$ cat config.mk
export PLATFORM = sky130hd
export DESIGN_NAME = mhpq_ctrl
export DESIGN_NICKNAME = d
export VERILOG_FILES = /design/src/hdl/mhpq_pkg.sv /design/src/hdl/mhpq_ctrl.sv
export SDC_FILE = /design/constraint.sdc
export NUM_CORES = 1
export LEC_CHECK = 0
export ABC_CLOCK_PERIOD_IN_PS = 1100
export BUFFER_PORTS_ARGS = -buffer_cell sky130_fd_sc_hd__buf_2
export CAP_MARGIN = 20
export CORE_AREA = 2 2 39 41
export CTS_CLUSTER_DIAMETER = 100
export DETAILED_ROUTE_END_ITERATION = 10
export DIE_AREA = 0 0 41 43
export MAX_ROUTING_LAYER = met4
export PLACE_DENSITY = 0.68
export SKIP_LAST_GASP = 1
export SLEW_MARGIN = 20
export SYNTH_ARGS = -nofsm -noshare
export SYNTH_HDL_FRONTEND = slang
export SYNTH_SLANG_ARGS = --single-unit
$ cat constraint.sdc
create_clock -name aclk -period 1.1 [get_ports aclk]
set_input_delay 0.11 -clock aclk [delete_from_list [all_inputs] [get_ports aclk]]
set_output_delay 0.11 -clock aclk [all_outputs]
set_load 0.02 [all_outputs]
$ cat src/hdl/mhpq_pkg.sv
// Shared types, constants and command/status structs for the max-heap priority queue.
`timescale 1ns / 1ps

package mhpq_pkg;

    // Default number of heap store words; entry 0 is never used
    localparam int DEF_STORE_DEPTH = 128;

    // Fixed field widths
    localparam int KEY_W         = 32;
    localparam int ENTRY_COUNT_W = 7;
    localparam int STATUS_W      = 2;
    localparam int S_TDATA_W     = 32;
    localparam int M_TDATA_W     = 40;

    // Operation carried in the request's tuser bit
    localparam logic MODE_INSERT = 1'b0;
    localparam logic MODE_DELETE = 1'b1;

    typedef logic signed [KEY_W-1:0] key_t;

    // Result status codes
    typedef enum logic [STATUS_W-1:0] {
        STATUS_OK    = 2'd0,
        STATUS_EMPTY = 2'd1,
        STATUS_FULL  = 2'd2
    } status_t;

    // Commands from controller to datapath
    typedef struct packed {
        logic    start_ins;
        logic    start_del;
        logic    take_last;
        logic    up_read;
        logic    up_step;
        logic    dn_read;
        logic    dn_step;
        logic    put_key;
        logic    load_status;
        status_t status_code;
        logic    load_out;
    } hq_cmd_t;

    // Status from datapath to controller
    typedef struct packed {
        logic full;
        logic empty;
        logic at_root;
        logic up_move;
        logic dn_move;
    } hq_stat_t;

endpackage

$ cat src/hdl/mhpq_ctrl.sv
// Controller state machine sequencing insert and delete sifts over the heap store.
`timescale 1ns / 1ps

module mhpq_ctrl (
    input  logic              aclk,
    input  logic              aresetn,
    input  logic              s_tvalid,
    output logic              s_tready,
    input  logic              req_mode,
    output logic              m_tvalid,
    input  logic              m_tready,
    input  mhpq_pkg::hq_stat_t stat,
    output mhpq_pkg::hq_cmd_t  cmd
);
    import mhpq_pkg::*;

    typedef enum logic [2:0] {
        ST_IDLE,
        ST_UP_RD,
        ST_UP_CMP,
        ST_DN_LAST,
        ST_DN_RD,
        ST_DN_CMP,
        ST_DONE
    } state_t;

    state_t state_reg, state_next;
    logic   m_valid_reg, m_valid_next;
    logic   accept;
    logic   out_free;

    assign s_tready = (state_reg == ST_IDLE);
    assign accept   = s_tvalid && s_tready;
    assign out_free = !m_valid_reg || m_tready;
    assign m_tvalid = m_valid_reg;

    // Decode state and datapath status into commands and the next state
    always_comb begin
        cmd          = '0;
        cmd.status_code = STATUS_OK;
        state_next   = state_reg;
        m_valid_next = m_valid_reg && !m_tready;
        case (state_reg)
            ST_IDLE: begin
                if (accept) begin
                    cmd.load_status = 1'b1;
                    if (req_mode == MODE_INSERT) begin
                        if (stat.full) begin
                            cmd.status_code = STATUS_FULL;
                            state_next      = ST_DONE;
                        end else begin
                            cmd.start_ins = 1'b1;
                            state_next    = ST_UP_RD;
                        end
                    end else begin
                        if (stat.empty) begin
                            cmd.status_code = STATUS_EMPTY;
                            state_next      = ST_DONE;
                        end else begin
                            cmd.start_del = 1'b1;
                            state_next    = ST_DN_LAST;
                        end
                    end
                end
            end
            ST_UP_RD: begin
                if (stat.at_root) begin
                    cmd.put_key = 1'b1;
                    state_next  = ST_DONE;
                end else begin
                    cmd.up_read = 1'b1;
                    state_next  = ST_UP_CMP;
                end
            end
            ST_UP_CMP: begin
                if (stat.up_move) begin
                    cmd.up_step = 1'b1;
                    state_next  = ST_UP_RD;
                end else begin
                    cmd.put_key = 1'b1;
                    state_next  = ST_DONE;
                end
            end
            ST_DN_LAST: begin
                cmd.take_last = 1'b1;
                state_next    = ST_DN_RD;
            end
            ST_DN_RD: begin
                cmd.dn_read = 1'b1;
                state_next  = ST_DN_CMP;
            end
            ST_DN_CMP: begin
                if (stat.dn_move) begin
                    cmd.dn_step = 1'b1;
                    state_next  = ST_DN_RD;
                end else begin
                    cmd.put_key = 1'b1;
                    state_next  = ST_DONE;
                end
            end
            ST_DONE: begin
                if (out_free) begin
                    cmd.load_out = 1'b1;
                    m_valid_next = 1'b1;
                    state_next   = ST_IDLE;
                end
            end
            default: begin
                state_next = ST_IDLE;
            end
        endcase
    end

    // Hold state and the result valid flag
    always_ff @(posedge aclk) begin
        if (!aresetn) begin
            state_reg   <= ST_IDLE;
            m_valid_reg <= 1'b0;
        end else begin
            state_reg   <= state_next;
            m_valid_reg <= m_valid_next;
        end
    end

endmodule

==> results.toml <==
[outcome]
outcome = "finished, violations left"
violations = "negative setup slack"

[layout]
area_growth_syn_to_layout_pct = 147
largest_reg_flops = 3
stdcell_count = 109
fin_nets = 105
fillers = 118
finalInstanceArea_um2 = 910
drive_above_1_share_pct = 82.8
postLayoutCoreUtil_pct = 65.7
antenna_cells = 0

[yosys]
synth.area.mux_share_pct = 5.44
yosys.area_share.simple_pct = 41.8
avgSynthCellArea_um2 = 7.66
synth-seq-cells = 4
synth_edf_count = 0
syn-cell-area_um2 = 368
synth_top_area_cell = "dfxtp_1"
syn_nets = 58
synth_compound_gate_area_share_pct = 19.4
syn_inst = 48
ys.flop_type = "dfxtp_1"
synth_top_area_share_pct = 21.8
synthXorXnorAreaFrac_pct = 0
ys_seq_area_share_pct = 21.8
synth.area.top_cells = "dfxtp_1 (22%), nor3b_1 (10%), clkbuf_8 (7.5%)"
async_flop_share_pct = 0
synth_top_family_by_area = "simple AND/OR/NAND/NOR gates"
yosysMostFrequentCell = "nor3b_1"
yosys_warnings = 0
synth-adder-area-share_pct = 0
synth_cell_type_count = 23

[floorplan]
die_h_um = 43
fp-row-count = 14
core_area_um2 = 1380
start_util_pct = 26.6
ios = 24
die_area_um2 = 1760
die_w_um = 41

[worst_setup_path]
r2r-start = "state_reg[0]$_SDFFE_PN0P_"
crit_path_max_fanout = 2
setup.worst_path.class = "flip-flop to output port"
crit_path_end_kind = "output port"
critPathLaunchType = "flip-flop"
r2r_slack_ns = -0.20
r2r_cells = 6
r2r-end = "state_reg[2]$_SDFFE_PN0P_"
cp.arrival_ns = 1.38
required_ns = 0.99

[detailed_routing]
drt-total-wl_mm = 1.39
ant_nets = 0
met1_length_um = 523
wl_met3_um = 50
drc = 0
firstDrtPassIters = 4
dr.max_layer_used = "met3"
avgViaCountPerCell = 4.84
wl_per_cell_um = 12.7
drt_iter0_markers = 5
vias = 528
wl_met2_um = 811

[timing]
finalCritPeriodShare_pct = 135
fin_hold_ws_ns = 0.148
max_slew_margin_pct = 74.8
setup_tns_ns = -4.13
clock.fmax_mhz = 672
drv_slew = 0
setup_viol = 16
hold_viol_final = 0
worst_pin_slew_ns = 0.375
fin_ws_ns = -0.388
skew_ns = 0.00195
fin_crit_ns = 1.49
rsz0062_at_grt = "yes"

[clock_tree]
cts.sinks = 4
root_buffer = "clkbuf_4"
h-tree-depth = 1
clk_pin_slew_ns = 0.04
cts_inserted_buffers = 3
clock_latency_ns = 0.23
cts_tree = "yes"
clockBufferDepth = 2
ctsHoldBuffers = 0

[power_and_ir_drop]
power.total_mw = 1.66
irDropWorstVdd_uv = 1180
powerDensity_nw_per_um2 = 1820
p_leak_nw = 0.434

[global_routing]
grt_pass1_vias = 445
grt_pass1_wl_mm = 1.92
grt_usage_pct = 16.8
grt.overflow.total = 0
antenna_found_initial = 0
grt_start_max_net_pins = 11

[hold_path]
hold_path_class = "input port to flip-flop"
worstHoldPathCells = 2
hold-path-endpoint = "state_reg[0]$_SDFFE_PN0P_"
hold_path_startpoint = "aresetn"

[place]
dp_cells = 100
hpwlAfterDp_um = 948
dpl_worst_slack_ns = -0.173
place_area_um2 = 694
port_buffers = 23
gp_congestion = 0.831

[job]
max_cap_violations = 0
cells by family after synthesis:
group                  Yosys count
AND/OR/NAND/NOR                 26
flip-flops                       4
buffers and inverters            5
AO/OA/AOI/OAI                   11
multiplexers                     2
worst max path at each step:
stage / from / end / slack [ns]
after detailed placement: state_reg[2]$_SDFFE_PN0P_ / cmd[4] / -0.17
after floorplan: state_reg[1]$_SDFFE_PN0P_ / cmd[1] / -0.15
final: state_reg[2]$_SDFFE_PN0P_ / cmd[4] / -0.39
after CTS: state_reg[0]$_SDFFE_PN0P_ / cmd[4] / -0.39
after global routing: state_reg[2]$_SDFFE_PN0P_ / cmd[4] / -0.43
after global placement: state_reg[2]$_SDFFE_PN0P_ / cmd[4] / -0.17
final cells by class:
| type | instances | area (um^2) | area share (%) |
|---|---|---|---|
| Tap cell | 16 | 20.0 | 2.20 |
| Inverter | 2 | 10.0 | 1.10 |
| Timing Repair Buffer | 45 | 372 | 40.9 |
| Multi-Input combinational cell | 39 | 402 | 44.2 |
| Clock buffer | 3 | 22.5 | 2.48 |
| Sequential cell | 4 | 83.8 | 9.22 |
metal layers:
metal,vias to the layer above,track usage [%]
met3,0,1.57
li1,265,-
met5,-,-
met2,14,28.1
met1,249,18.8
met4,0,8.00
worst max-delay path, stage by stage (launching register included):
cell and delay, ns:
dfxtp_2 0.31, or4b_4 0.52, o31ai_4 0.08, a21o_2 0.13
buf_6 0.11
timing repair:
action,CTS,global route
setup endpoints to repair,15,17
resized for setup,22,19
buffers inserted,5,4
pin swaps,6,6
endpoints found under the hold margin,0,0
cloned,0,0
where the power goes:
part           internal (mW)  leakage [nW]  switching (mW)
registers              0.190        0.0339          0.0304
logic                  0.668         0.387           0.597
clock network          0.122        0.0138          0.0532
cell usage in the layout, fill, tap and decap left out, types with 2 or more instances in the layout:
master	n
clkbuf_4	3
buf_6	13
nor2b_4	2
nand2_1	2
a21oi_1	2
nor3b_4	3
buf_4	20
a21oi_2	2
nor2_1	2
nor3b_2	2
mux2i_1	2
dfxtp_2	3
nor3_2	2
buf_2	11
nor3_4	2
(Power assumes the default switching activity.)
